[src/rtl/bkt_pkg.sv]
// Shared types and constants for the best-k table with nearest Hamming search.
// Holds field widths, command and status codes, and the controller/datapath structs.
// No dependencies.
package bkt_pkg;

    // Field widths of the stream words
    localparam int CMD_W      = 2;
    localparam int GENE_W     = 16;
    localparam int KEY_W      = 32;
    localparam int STATUS_W   = 3;
    localparam int IDX_W      = 4;
    localparam int DIST_W     = 6;
    localparam int TOTAL_W    = 5;
    localparam int SIZE_W     = 5;
    localparam int ENTRY_W    = 2 * GENE_W + KEY_W;
    localparam int IN_DATA_W  = 64;
    localparam int IN_USER_W  = CMD_W;
    localparam int OUT_DATA_W = 80;
    localparam int OUT_USER_W = STATUS_W + 1;

    // Table size register after reset
    localparam logic [SIZE_W-1:0] SIZE_RESET = 5'd16;

    // Command codes carried in the input word
    localparam logic [CMD_W-1:0] CMD_INSERT = 2'd0;
    localparam logic [CMD_W-1:0] CMD_QUERY  = 2'd1;
    localparam logic [CMD_W-1:0] CMD_CLEAR  = 2'd2;

    // Result status codes
    typedef enum logic [STATUS_W-1:0] {
        ST_ADDED      = 3'd0,
        ST_REPLACED   = 3'd1,
        ST_DUPLICATE  = 3'd2,
        ST_NOT_BETTER = 3'd3,
        ST_DONE       = 3'd4
    } t_status;

    // Commands from the controller to the datapath
    typedef struct packed {
        logic load;         // latch the input word, clear the accumulators
        logic scan;         // step the table walk
        logic shift_start;  // arm the move of entries toward the tail
        logic shift;        // step the entry move
        logic place;        // write the new entry at its slot
        logic finish;       // load the output register, update the count
    } t_ctrl_cmd;

    // Status from the datapath to the controller
    typedef struct packed {
        logic scan_done;
        logic shift_done;
        logic plan_place;
        logic out_free;
    } t_dp_status;

endpackage

[src/rtl/best_k_table_nearest_hamming.sv]
// Best-k table with nearest Hamming search: top level.
// Keeps up to belief_size candidates (two gene words and a signed Q16.16 key)
// sorted ascending by key; inserts reject duplicate gene pairs, a full table
// replaces its worst entry only with a strictly smaller key; a query returns the
// first held entry of least summed Hamming distance; clear empties the table.
// Input word: s_axis_* carries command in tuser, the gene pair and key in tdata.
// Result word: m_axis_* carries one result for every input word, in order.
// Flow: one item at a time. A query or insert walks the held entries, and an
// accepted insert then moves the entries behind its slot toward the tail. The
// walk reads the table RAM one entry a cycle through its single read port, and
// the move reads and writes one entry a cycle, so these two walks set the rate.
// A new word can be accepted in the cycle after the previous result is loaded.
// The result register holds a word until taken; a stalled receiver delays only
// the next result hand-off, the walk of a new item still runs.
// Reset (synchronous, active low) empties the table and sets belief_size to 16;
// table contents are not cleared and need no clearing pass.
// The user writes belief_size through i_cfg_we/i_cfg_wdata only while idle;
// the block does not check this. Depends on bkt_pkg, bkt_ctrl, bkt_dp, bkt_ram.
module best_k_table_nearest_hamming
    import bkt_pkg::*;
#(
    parameter int TABLE_DEPTH = 16,
    parameter int GENE_WIDTH  = 16
) (
    input  logic                  i_clk,
    input  logic                  i_rst_n,
    input  logic                  i_cfg_we,
    input  logic [SIZE_W-1:0]     i_cfg_wdata,
    input  logic                  s_axis_tvalid,
    output logic                  s_axis_tready,
    // gene_first[15:0], gene_second[31:16], fitness_key[63:32]
    input  logic [IN_DATA_W-1:0]  s_axis_tdata,
    // command[1:0]
    input  logic [IN_USER_W-1:0]  s_axis_tuser,
    output logic                  m_axis_tvalid,
    input  logic                  m_axis_tready,
    // near_index[3:0], near_distance[9:4], near_gene_first[25:10],
    // near_gene_second[41:26], near_fitness[73:42], entry_total[78:74], zero[79]
    output logic [OUT_DATA_W-1:0] m_axis_tdata,
    // op_status[2:0], found[3]
    output logic [OUT_USER_W-1:0] m_axis_tuser
);

    t_ctrl_cmd  ctrl_cmd;
    t_dp_status dp_status;

    bkt_ctrl u_ctrl (
        .i_clk      (i_clk),
        .i_rst_n    (i_rst_n),
        .i_in_valid (s_axis_tvalid),
        .o_in_ready (s_axis_tready),
        .i_status   (dp_status),
        .o_cmd      (ctrl_cmd)
    );

    bkt_dp #(
        .TABLE_DEPTH (TABLE_DEPTH),
        .GENE_WIDTH  (GENE_WIDTH)
    ) u_dp (
        .i_clk       (i_clk),
        .i_rst_n     (i_rst_n),
        .i_cmd       (ctrl_cmd),
        .o_status    (dp_status),
        .i_in_data   (s_axis_tdata),
        .i_in_user   (s_axis_tuser),
        .i_cfg_we    (i_cfg_we),
        .i_cfg_wdata (i_cfg_wdata),
        .i_m_tready  (m_axis_tready),
        .o_m_tvalid  (m_axis_tvalid),
        .o_m_tdata   (m_axis_tdata),
        .o_m_tuser   (m_axis_tuser)
    );

endmodule

[src/rtl/bkt_ram.sv]
// Generic single-write, single-read RAM with a registered read port.
// Used for the table entries; no package dependency.
module bkt_ram #(
    parameter int WIDTH = 64,
    parameter int DEPTH = 16
) (
    input  logic                                   i_clk,
    input  logic                                   i_we,
    input  logic [((DEPTH > 1) ? $clog2(DEPTH) : 1)-1:0] i_waddr,
    input  logic [WIDTH-1:0]                       i_wdata,
    input  logic [((DEPTH > 1) ? $clog2(DEPTH) : 1)-1:0] i_raddr,
    output logic [WIDTH-1:0]                       o_rdata
);

    logic [WIDTH-1:0] r_mem [DEPTH];
    logic [WIDTH-1:0] r_rdata;

    // Write one word and read one word through the output register
    always_ff @(posedge i_clk) begin
        if (i_we) begin
            r_mem[i_waddr] <= i_wdata;
        end
        r_rdata <= r_mem[i_raddr];
    end

    assign o_rdata = r_rdata;

endmodule

[src/rtl/bkt_ctrl.sv]
// Controller state machine for the best-k table: sequences accept, table walk,
// entry move, placement and result hand-off. Depends on bkt_pkg.
module bkt_ctrl
    import bkt_pkg::*;
(
    input  logic       i_clk,
    input  logic       i_rst_n,
    input  logic       i_in_valid,
    output logic       o_in_ready,
    input  t_dp_status i_status,
    output t_ctrl_cmd  o_cmd
);

    typedef enum logic [3:0] {
        S_IDLE  = 4'b0001,
        S_SCAN  = 4'b0010,
        S_SHIFT = 4'b0100,
        S_DONE  = 4'b1000
    } t_state;

    t_state r_state;
    t_state n_state;

    // Next state and commands
    always_comb begin
        n_state = r_state;
        o_cmd   = '0;
        unique case (r_state)
            S_IDLE: begin
                if (i_in_valid) begin
                    o_cmd.load = 1'b1;
                    n_state    = S_SCAN;
                end
            end
            S_SCAN: begin
                o_cmd.scan = 1'b1;
                if (i_status.scan_done) begin
                    if (i_status.plan_place) begin
                        o_cmd.shift_start = 1'b1;
                        n_state           = S_SHIFT;
                    end else begin
                        n_state = S_DONE;
                    end
                end
            end
            S_SHIFT: begin
                o_cmd.shift = 1'b1;
                if (i_status.shift_done) begin
                    o_cmd.place = 1'b1;
                    n_state     = S_DONE;
                end
            end
            S_DONE: begin
                if (i_status.out_free) begin
                    o_cmd.finish = 1'b1;
                    n_state      = S_IDLE;
                end
            end
            default: begin
                n_state = S_IDLE;
            end
        endcase
    end

    // State register
    always_ff @(posedge i_clk) begin
        if (!i_rst_n) begin
            r_state <= S_IDLE;
        end else begin
            r_state <= n_state;
        end
    end

    assign o_in_ready = (r_state == S_IDLE);

endmodule

[src/rtl/bkt_dp.sv]
// Datapath for the best-k table: item latch, table RAM, walk counters,
// duplicate/position/nearest accumulators and output register.
// Depends on bkt_pkg and bkt_ram.
module bkt_dp
    import bkt_pkg::*;
#(
    parameter int TABLE_DEPTH = 16,
    parameter int GENE_WIDTH  = 16
) (
    input  logic                  i_clk,
    input  logic                  i_rst_n,
    input  t_ctrl_cmd             i_cmd,
    output t_dp_status            o_status,
    input  logic [IN_DATA_W-1:0]  i_in_data,
    input  logic [IN_USER_W-1:0]  i_in_user,
    input  logic                  i_cfg_we,
    input  logic [SIZE_W-1:0]     i_cfg_wdata,
    input  logic                  i_m_tready,
    output logic                  o_m_tvalid,
    output logic [OUT_DATA_W-1:0] o_m_tdata,
    output logic [OUT_USER_W-1:0] o_m_tuser
);

    localparam int CW = $clog2(TABLE_DEPTH + 1);
    localparam int NW = (CW > SIZE_W) ? CW : SIZE_W;
    localparam int IW = (TABLE_DEPTH > 1) ? $clog2(TABLE_DEPTH) : 1;
    localparam logic [GENE_W-1:0] GMASK = (GENE_WIDTH >= GENE_W) ? {GENE_W{1'b1}} :
        GENE_W'((32'd1 << GENE_WIDTH) - 32'd1);
    localparam logic [NW-1:0] DEPTH_N = NW'(TABLE_DEPTH);

    // Latched item
    logic [CMD_W-1:0]  r_cmd;
    logic [GENE_W-1:0] r_g1;
    logic [GENE_W-1:0] r_g2;
    logic [KEY_W-1:0]  r_key;

    // Control state
    logic [NW-1:0]     r_held;
    logic [SIZE_W-1:0] r_size;
    logic [NW-1:0]     r_addr;
    logic              r_rvld;
    logic              r_out_valid;

    // Walk and accumulators
    logic [NW-1:0]     r_ridx;
    logic              r_dup;
    logic [NW-1:0]     r_pos;
    logic              r_found;
    logic [NW-1:0]     r_best_idx;
    logic [DIST_W-1:0] r_best_dist;
    logic [GENE_W-1:0] r_best_g1;
    logic [GENE_W-1:0] r_best_g2;
    logic [KEY_W-1:0]  r_best_key;

    logic [OUT_DATA_W-1:0] r_out_data;
    logic [OUT_USER_W-1:0] r_out_user;

    logic [NW-1:0]     size_eff;
    logic [NW-1:0]     limit;
    logic [NW-1:0]     scan_n;
    logic [NW-1:0]     addr_m1;
    logic [NW-1:0]     plan_last;
    logic [NW-1:0]     n_held;
    logic              is_insert;
    logic              is_query;
    logic              is_clear;
    logic              full;
    t_status           plan_status;
    t_status           res_status;

    logic              ram_we;
    logic [IW-1:0]     ram_waddr;
    logic [ENTRY_W-1:0] ram_wdata;
    logic [IW-1:0]     ram_raddr;
    logic [ENTRY_W-1:0] rd_data;
    logic [GENE_W-1:0] rd_g1;
    logic [GENE_W-1:0] rd_g2;
    logic [KEY_W-1:0]  rd_key;
    logic [DIST_W-1:0] ham_dist;
    logic              near_ok;

    assign is_insert = (r_cmd == CMD_INSERT);
    assign is_query  = (r_cmd == CMD_QUERY);
    assign is_clear  = (r_cmd == CMD_CLEAR);

    // Clamp the size register into one..depth
    always_comb begin
        size_eff = NW'(r_size);
        if (size_eff == '0) begin
            size_eff = NW'(1);
        end else if (size_eff > DEPTH_N) begin
            size_eff = DEPTH_N;
        end
    end

    assign limit   = (r_held < size_eff) ? r_held : size_eff;
    assign full    = (r_held >= size_eff);
    assign addr_m1 = r_addr - NW'(1);

    // Insert checks every held entry; query only those in use
    always_comb begin
        scan_n = '0;
        if (is_insert) begin
            scan_n = r_held;
        end else if (is_query) begin
            scan_n = limit;
        end
    end

    // Decide what the insert does once the walk is over
    always_comb begin
        plan_status = ST_NOT_BETTER;
        plan_last   = '0;
        if (r_dup) begin
            plan_status = ST_DUPLICATE;
        end else if (!full) begin
            plan_status = ST_ADDED;
            plan_last   = r_held;
        end else if (r_pos < size_eff) begin
            plan_status = ST_REPLACED;
            plan_last   = size_eff - NW'(1);
        end
    end

    assign res_status = is_insert ? plan_status : ST_DONE;

    // Count after the item
    always_comb begin
        n_held = r_held;
        if (is_insert && (plan_status == ST_ADDED)) begin
            n_held = r_held + NW'(1);
        end else if (is_clear) begin
            n_held = '0;
        end
    end

    // Unpack the entry read back and measure its distance
    assign rd_g1    = rd_data[GENE_W-1:0];
    assign rd_g2    = rd_data[2*GENE_W-1:GENE_W];
    assign rd_key   = rd_data[ENTRY_W-1:2*GENE_W];
    assign ham_dist = DIST_W'($countones(rd_g1 ^ r_g1)) +
                      DIST_W'($countones(rd_g2 ^ r_g2));

    // Table RAM ports: moves during shift, new entry on place
    always_comb begin
        ram_we    = 1'b0;
        ram_waddr = r_pos[IW-1:0];
        ram_wdata = {r_key, r_g2, r_g1};
        if (i_cmd.shift && r_rvld) begin
            ram_we    = 1'b1;
            ram_waddr = IW'(r_ridx + NW'(1));
            ram_wdata = rd_data;
        end else if (i_cmd.place) begin
            ram_we = 1'b1;
        end
    end

    assign ram_raddr = i_cmd.shift ? addr_m1[IW-1:0] : r_addr[IW-1:0];

    bkt_ram #(
        .WIDTH (ENTRY_W),
        .DEPTH (TABLE_DEPTH)
    ) u_ram (
        .i_clk   (i_clk),
        .i_we    (ram_we),
        .i_waddr (ram_waddr),
        .i_wdata (ram_wdata),
        .i_raddr (ram_raddr),
        .o_rdata (rd_data)
    );

    // Control registers: count, size, walk address, read valid, output valid
    always_ff @(posedge i_clk) begin
        if (!i_rst_n) begin
            r_held      <= '0;
            r_size      <= SIZE_RESET;
            r_addr      <= '0;
            r_rvld      <= 1'b0;
            r_out_valid <= 1'b0;
        end else begin
            if (i_cfg_we) begin
                r_size <= i_cfg_wdata;
            end
            if (i_cmd.finish) begin
                r_held <= n_held;
            end

            // Advance the walk address
            if (i_cmd.load) begin
                r_addr <= '0;
                r_rvld <= 1'b0;
            end else if (i_cmd.shift_start) begin
                r_addr <= plan_last;
                r_rvld <= 1'b0;
            end else if (i_cmd.scan && (r_addr < scan_n)) begin
                r_addr <= r_addr + NW'(1);
                r_rvld <= 1'b1;
            end else if (i_cmd.shift && (r_addr > r_pos)) begin
                r_addr <= addr_m1;
                r_rvld <= 1'b1;
            end else begin
                r_rvld <= 1'b0;
            end

            // Hold the result until taken
            if (i_cmd.finish) begin
                r_out_valid <= 1'b1;
            end else if (i_m_tready) begin
                r_out_valid <= 1'b0;
            end
        end
    end

    assign near_ok = is_query && r_found;

    // Payload registers
    always_ff @(posedge i_clk) begin
        if (i_cmd.load) begin
            r_cmd   <= i_in_user[CMD_W-1:0];
            r_g1    <= i_in_data[GENE_W-1:0] & GMASK;
            r_g2    <= i_in_data[2*GENE_W-1:GENE_W] & GMASK;
            r_key   <= i_in_data[2*GENE_W+KEY_W-1:2*GENE_W];
            r_dup   <= 1'b0;
            r_pos   <= '0;
            r_found <= 1'b0;
        end

        // Track index of the entry in flight
        if (i_cmd.scan && (r_addr < scan_n)) begin
            r_ridx <= r_addr;
        end else if (i_cmd.shift && (r_addr > r_pos)) begin
            r_ridx <= addr_m1;
        end

        // Fold the returned entry into the accumulators
        if (i_cmd.scan && r_rvld) begin
            if (is_insert) begin
                if ((rd_g1 == r_g1) && (rd_g2 == r_g2)) begin
                    r_dup <= 1'b1;
                end
                if ((r_ridx < limit) && !($signed(r_key) < $signed(rd_key))) begin
                    r_pos <= r_ridx + NW'(1);
                end
            end else if ((r_ridx == '0) || (ham_dist < r_best_dist)) begin
                r_found     <= 1'b1;
                r_best_idx  <= r_ridx;
                r_best_dist <= ham_dist;
                r_best_g1   <= rd_g1;
                r_best_g2   <= rd_g2;
                r_best_key  <= rd_key;
            end
        end

        // Load the result word
        if (i_cmd.finish) begin
            r_out_user <= {near_ok, res_status};
            r_out_data <= {1'b0,
                           TOTAL_W'(n_held),
                           near_ok ? r_best_key : {KEY_W{1'b0}},
                           near_ok ? r_best_g2 : {GENE_W{1'b0}},
                           near_ok ? r_best_g1 : {GENE_W{1'b0}},
                           near_ok ? r_best_dist : {DIST_W{1'b0}},
                           near_ok ? r_best_idx[IDX_W-1:0] : {IDX_W{1'b0}}};
        end
    end

    assign o_status.scan_done  = (r_addr >= scan_n) && !r_rvld;
    assign o_status.shift_done = (r_addr <= r_pos) && !r_rvld;
    assign o_status.plan_place = is_insert &&
                                 ((plan_status == ST_ADDED) || (plan_status == ST_REPLACED));
    assign o_status.out_free   = !r_out_valid || i_m_tready;

    assign o_m_tvalid = r_out_valid;
    assign o_m_tdata  = r_out_data;
    assign o_m_tuser  = r_out_user;

endmodule

[config.mk]
export PLATFORM = sky130hd
export DESIGN_NAME = best_k_table_nearest_hamming
export DESIGN_NICKNAME = d
export VERILOG_FILES = /design/src/rtl/bkt_pkg.sv /design/src/rtl/best_k_table_nearest_hamming.sv /design/src/rtl/bkt_ram.sv /design/src/rtl/bkt_ctrl.sv /design/src/rtl/bkt_dp.sv
export SDC_FILE = /design/constraint.sdc
export NUM_CORES = 2
export LEC_CHECK = 0
export ABC_AREA = 1
export ABC_CLOCK_PERIOD_IN_PS = 13200
export BUFFER_PORTS_ARGS = -buffer_cell sky130_fd_sc_hd__buf_2
export CAP_MARGIN = 0
export CORE_AREA = 2 2 404 446
export DETAILED_ROUTE_END_ITERATION = 12
export DIE_AREA = 0 0 406 448
export GPL_ROUTABILITY_DRIVEN = 0
export GPL_TIMING_DRIVEN = 0
export PLACE_DENSITY_LB_ADDON = 0.3
export SLEW_MARGIN = 20
export SYNTH_ARGS = -nofsm -noshare
export SYNTH_HDL_FRONTEND = slang
export SYNTH_HIERARCHICAL = 1
export SYNTH_SLANG_ARGS = --single-unit
[constraint.sdc]
create_clock -name i_clk -period 13.2 [get_ports i_clk]
set_input_delay 2.64 -clock i_clk [delete_from_list [all_inputs] [get_ports i_clk]]
set_output_delay 2.64 -clock i_clk [all_outputs]
set_load 0.05 [all_outputs]
# Word level (Yosys, flattened, before mapping)
# Memory sizes are Yosys's and may differ from the RTL's. A register that Yosys moved wholly into a read port is not among the register bits.
# Cells that the tools add are included.
# word_totals
regBits,256
n_memories,1
mem_bits_rw,1024
inputBits,76
# classes
addsub,36
reduce_logical,28
muxes,55
bitwise,4
n_eq_ne,13
n_lt_le_gt_ge,11
# memory_table
name,depth,width,rd,rd_clocked_by_memory_dff,write_ports,line,source
u_dp.u_ram.r_mem,16,64,1,1,1,bkt_ram.sv:15,logic [WIDTH-1:0] r_mem [DEPTH];
# ops
operator,n
$add A6 B6 Y6,15
$mux W5,18
$mux W64,1
$add A1 B1 Y2,16
$eq A16 B16 Y1,2
$lt A32 B32 Y1,1
$xor A16 B16 Y16,2
$mux W4,7
$mux W1,23
$lt A5 B5 Y1,4
$pmux W4 S4,1
$add A5 B1 Y5 const B,3
$logic_and A1 B1 Y1,11
$ge A5 B5 Y1,2
$logic_not A5 Y1,2
$sub A5 B1 Y5 const B,2
$ne A2 B2 Y1 const B,4
$lt A6 B6 Y1,1
$mux W2,3
$mux W3,2
$gt A5 B5 Y1,1
$gt A5 B5 Y1 const B,1
$le A5 B5 Y1,1
$eq A4 B1 Y1 const B,1
other kinds (17),23

# Longest topological paths before layout
# depth
word_depth,16
ltp_mapped,25

# By module
# Netlist, hierarchy kept.
# modules_own_cells
mod,seq_area_each_um2,n_inst,cells_each,area_each_um2
bkt_ram,32030.7,1,4210,45285.9
bkt_dp,7327.0,1,1184,12618.4
bkt_ctrl,80.1,1,52,289.0

# Worst setup path before layout
# OpenSTA, ideal clock, no wires.
# synth_path
path_kind,reg2reg
start,register u_dp.r_g1[0]
end,register u_dp.r_best_dist[0] (enable)
n_path_buf,0
setup_ps,428
arrival_time_ps,6820
synth_period_minus_slack_ps,7247
setup_slack_ps,5953
path_stages_with_launch,22
path_cell_list,edfxtp_1 -> xnor2_1 -> fa_1 -> inv_1 -> fa_1 -> fa_1 -> fa_1 -> inv_1 -> fa_1 -> fa_1 -> inv_1 -> ha_1 -> inv_1 -> fa_1 -> o221ai_1 -> xor2_1 -> ha_1 -> nand4_1 -> o221ai_1 -> nand2_1 -> nand4_1 -> inv_1
# synth_between
elab_chain_cells,9
# synth_lines
item,line,source
"start, declared",bkt_dp.sv:33,logic [GENE_W-1:0] r_g1;
"start signal, assigned",bkt_dp.sv:220,r_g1 <= i_in_data[GENE_W-1:0] & GMASK;
$xor A16 B16 Y16,bkt_dp.sv:141,assign ham_dist = DIST_W'($countones(rd_g1 ^ r_g1)) +
$add A1 B1 Y2 (implied by the code),bkt_dp.sv:141,
$add A6 B6 Y6 (implied by the code) (3 in series),bkt_dp.sv:141,
$add A6 B6 Y6,bkt_dp.sv:141,
named net u_dp.ham_dist[4],bkt_dp.sv:79,logic [DIST_W-1:0] ham_dist;
$lt A6 B6 Y1,bkt_dp.sv:244,end else if ((r_ridx == '0) || (ham_dist < r_best_dist)) begin
$logic_or A1 B1 Y1,bkt_dp.sv:244,
$reduce_and A3 Y1 (no source line),--,
"end signal, assigned",bkt_dp.sv:247,r_best_dist <= ham_dist;
"end, declared",bkt_dp.sv:50,logic [DIST_W-1:0] r_best_dist;
# The timed path passes the listed nets, and every way through them passes these cells.
# A chain may end at the register's enable or synchronous reset.

# Final worst setup path
# layout_path
start,register u_dp.r_g2[11]
end,register u_dp.r_best_key[5] (enable)
# layout_between
elab_chain_cells,9
# layout_lines
item,line,source
"start, declared",bkt_dp.sv:34,logic [GENE_W-1:0] r_g2;
"start signal, assigned",bkt_dp.sv:221,r_g2 <= i_in_data[2*GENE_W-1:GENE_W] & GMASK;
$xor A16 B16 Y16,bkt_dp.sv:142,DIST_W'($countones(rd_g2 ^ r_g2));
$add A1 B1 Y2 (implied by the code),bkt_dp.sv:142,
$add A6 B6 Y6 (implied by the code) (3 in series),bkt_dp.sv:142,
$add A6 B6 Y6,bkt_dp.sv:141,
named net u_dp.ham_dist[4],bkt_dp.sv:79,
$lt A6 B6 Y1,bkt_dp.sv:244,
$logic_or A1 B1 Y1,bkt_dp.sv:244,
$reduce_and A3 Y1 (no source line),--,
"end signal, assigned",bkt_dp.sv:250,r_best_key <= rd_key;
"end, declared",bkt_dp.sv:53,logic [KEY_W-1:0] r_best_key;
# The timed path passes the listed nets, and every way through them passes these cells.

==> run_results.csv <==
group,metric,value,unit
outcome,outcome,"complete, no violations",
timing,setup_viol_count_final,0,
grt,grt_pass1_wl,245,mm
worst_setup_path,critPathLaunchType,"register",
die,start_util,32.9,%
final_layout,finish.utilization,38.5,%
pwr,total_leakage_power,0.0288,uW
worst_setup_path,worstSetupEndpointType,"register",
run,max_cap_violations,0,
synth,async_reset_ff_share,0,%
synth,syn-num-nets,5619,
clock_network,clk_pin_slew_worst_paths,0.06,ns
clock_network,clockRootBuffer,"clkbuf_16",
pwr,total_power,10900,uW
synth,synthesis.yosys.warnings,6,
synth,synth_flop_cell,"edfxtp_1",
die,die_width,406,um
timing,maxSlewHeadroom,32.1,%
die,fp.dieArea,0.182,mm2
placement,port-buffer-count,160,
timing,finalWorstPathRequiredPeriod,7.60,ns
synth,yosys.area_share.simple,18.7,%
worst_setup_path,required,13.63,ns
synth,synth-edff-count,1252,
synth,synth_top_family_by_area,"simple AND/OR/NAND/NOR gates",
final_layout,syn2layout_area_growth,17.1,%
final_layout,nets,6006,
worst_hold_path,hp-start,"u_dp/u_ram/o_rdata[35]$_DFF_P_",
grt,antenna_found_initial,4,
clock_network,post-cts-setup-buffers,0,
detailed_routing,drt_pre_antenna_iters,7,
timing,rsz0062_at_grt,"false",
timing,maxClockFrequency,132,MHz
timing,layout_setup_ws,5.60,ns
die,chipHeight,448,um
detailed_routing,route.final.wire_length,169,mm
timing,worst_slew_pin_slew,1.02,ns
synth,ys_ff_latch,1344,
placement,placedCellCount,8069,
clock_network,cts-root-to-sink-buffers,3,
worst_setup_path,r2r_start,"u_dp/r_g2[11]$_DFFE_PP_",
synth,proportion_of_synthesized_area_in_mux_cells,0,%
final_layout,layout-drive-gt1-share,11.9,%
worst_setup_path,critical-path-top-cell-by-count,"fa_1",
clock_network,post_cts_resized,0,
pwr,ir_drop,0.000390,V
grt,grtUsageTotal,18.4,%
synth,compound_cell_area_share_of_the_yosys_netlist,1.44,%
synth,post_synth_fa_ha_maj_area_fraction,2.40,%
worst_setup_path,critical-path-slowest-cell,"xnor2_1",
final_layout,most_common_cell_after_layout_fill_and_taps_aside,"nand2_1",
synth,syn_inst,5446,
die,core_region_area,0.177,mm2
detailed_routing,detail_route.vias_per_cell,4.65,
detailed_routing,post-route-drc-count,0,
timing,timing.final.crit_share,57.6,%
clock_network,clk_lat_worst_skew,0.79,ns
die,fp-row-count,162,
timing,fin_skew,0.0246,ns
placement,dp_hpwl,117,mm
worst_setup_path,setup.worst_path.class,"register to register",
worst_setup_path,worstPathCellList,"xnor2_1 > fa_1 > fa_1 > inv_1 > fa_1 > fa_1 > inv_1 > fa_1 > fa_1 > inv_1 > ha_1 > inv_1 > fa_1 > o221ai_1 > xor2_1 > ha_1 > nand4_1 > o221ai_1 > nand2_1 > nand4_1 > inv_6 > buf_16",
worst_hold_path,worst_hold_path.endpoint,"u_dp/r_best_key[3]$_DFFE_PP_",
grt,overflow,0,
synth,synth.lib_cells_used.distinct,50,
detailed_routing,detail-route-antenna-nets,0,
worst_setup_path,reg2regPathDepth,22,
timing,tns,0,ns
die,io_pins,162,
worst_setup_path,cp_data_arrival_time,8.03,ns
detailed_routing,route.vias.total,38700,
worst_setup_path,rrSetupSlack,5.60,ns
grt,via_count_of_the_first_global_routing_pass,37100,
clock_network,cts_tree,"built",
clock_network,cts_htree_levels,4,
worst_hold_path,whs_path_depth,0,
detailed_routing,wl_per_cell,20.3,um
worst_hold_path,hold_path.class,"register to register",
worst_setup_path,worst_path_largest_cell_delay,0.60,ns
timing,report.final.hold_viol_count,0,
clock_network,clock_buffer_count_from_cts,140,
timing,report.final.slew_viol_count,0,
grt,grt_start_max_net_pins,51,
clock_network,clkSinkCount,1344,
final_layout,layout_common_cells,"nand2_1, edfxtp_1, inv_1",
synth,fraction_of_synthesized_cell_area_in_xor_and_xnor_cells,0.737,%
worst_setup_path,worst_r2r_endpoint,"u_dp/r_best_key[5]$_DFFE_PP_",
synth,synth.avg_cell_area,10.7,um2
synth,synth.yosys.seq_area_share,67.8,%
synth,syn_area,0.0582,mm2
clock_network,cts_hold_repair.buffers,0,
placement,dpl_worst_slack,5.48,ns
detailed_routing,detailedRoute.firstIterationViolations,3218,
worst_setup_path,cp_max_fo,50,
final_layout,layoutNonFillerInstCount,8326,
pwr,power.density,159,mW/mm2
critical path: cells and delay by family, from the launching register on:
| family | cells | cell delay [ns] |
|---|---|---|
| buf+inv | 6 | 0.84 |
| compound gates | 2 | 0.56 |
| flops | 1 | 0.54 |
| simple gates | 3 | 0.45 |
| xor+xnor | 2 | 0.83 |
| fa+ha+maj | 9 | 3.90 |
final cells by class:
type,instances,area [um2]
clock buffer,201,3920
fill,17000,109000
antenna,1,2.50
timing repair buffer,245,2360
inverter,995,3750
multi-input combinational,2868,13700
tap,2378,2980
buffer,239,1480
sequential,1344,39400
clock inverter,55,531
power breakdown:
part,internal [uW],leakage [uW],switching [uW]
registers,4850,0.0121,48.8
clock network,2200,0.00218,1670
logic,784,0.0145,1310
sequential cells by signal, indices dropped and copies added, names as in the netlist, 5 cells and up:
name	flops
u_dp/o_m_tdata	79
u_dp/u_ram/o_rdata	64
u_dp/r_pos	5
u_dp/r_g1	16
u_dp/r_key	32
u_dp/u_ram/r_mem	1024
u_dp/r_size	5
u_dp/r_best_key	32
u_dp/r_ridx	5
u_dp/r_best_g1	16
u_dp/r_best_dist	6
u_dp/r_held	5
u_dp/r_g2	16
u_dp/r_best_g2	16
u_dp/r_addr	5
worst max path at each step:
stage,end,slack [ns],depth (start not counted),startpoint
final,u_dp/r_best_key[5]$_DFFE_PP_,5.60,22,u_dp/r_g2[11]$_DFFE_PP_
after global routing,u_dp/r_best_key[7]$_DFFE_PP_,5.32,22,u_dp/r_g2[11]$_DFFE_PP_
after global placement,u_dp/r_held[2]$_SDFFE_PN0P_,2.93,10,m_axis_tready
after CTS,u_dp/r_best_key[6]$_DFFE_PP_,5.47,22,u_dp/r_g2[11]$_DFFE_PP_
after detailed placement,u_dp/r_best_key[6]$_DFFE_PP_,5.48,22,u_dp/r_g2[11]$_DFFE_PP_
after floorplan,u_dp/r_best_dist[0]$_DFFE_PP_,5.95,21,u_dp/r_g1[0]$_DFFE_PP_
Yosys cell counts, types with 2 or more instances:
master	n	area, um2
o21ai_1	8	40.0
nand3_1	797	3990
o221ai_1	2	17.5
buf_1	12	45.0
xor2_1	37	324
nor3_1	4	20.0
nor2_2	7	43.8
nand2_2	13	81.3
o21ai_2	6	52.6
o211ai_1	2	15.0
inv_2	3	11.3
a21oi_2	4	35.0
clkbuf_1	41	154
nor2_1	133	499
inv_1	988	3710
a21oi_1	39	195
buf_6	46	518
ha_1	73	913
nand3_2	4	40.0
dfxtp_1	92	1840
o21a_1	5	37.5
buf_2	122	611
o22ai_1	5	31.3
nor3_2	2	20.0
nor4_1	5	31.3
xnor2_1	12	105
nand2_4	2	22.5
buf_4	17	128
nand4_1	10	62.6
edfxtp_1	1252	37600
o21ai_0	71	355
nand3b_1	2	15.0
or2_2	2	12.5
fa_1	24	480
nor2_8	2	40.0
nand2_1	1587	5960
clkinv_1	2	7.51
layer usage:
metal / GRT usage [%] / wire [um] / vias to the layer above
met2: 31.6 / 82900 / 1239
met3: 2.51 / 9710 / 249
li1: - / - / 18400
met5: 0 / 0 / -
met4: 6.80 / 5650 / 0
met1: 23.6 / 70500 / 18800
kinds of logic after synthesis:
group,after synthesis
buffers and inverters,1234
AND/OR/NAND/NOR,2574
other,1
XOR/XNOR,49
AO/OA/AOI/OAI,147
flip-flops,1344
adder cells (fa/ha/maj),97
stage by stage:
step	hold WS, ns	area [um2]
6_report	0.432	68100
4_1_cts	0.436	68100
2_1_floorplan	0.408	58200
3_3_place_gp	0.418	62000
5_1_grt	0.443	68100
3_5_place_dp	0.417	63700
No activity file was read; power rests on OpenSTA's default activity.
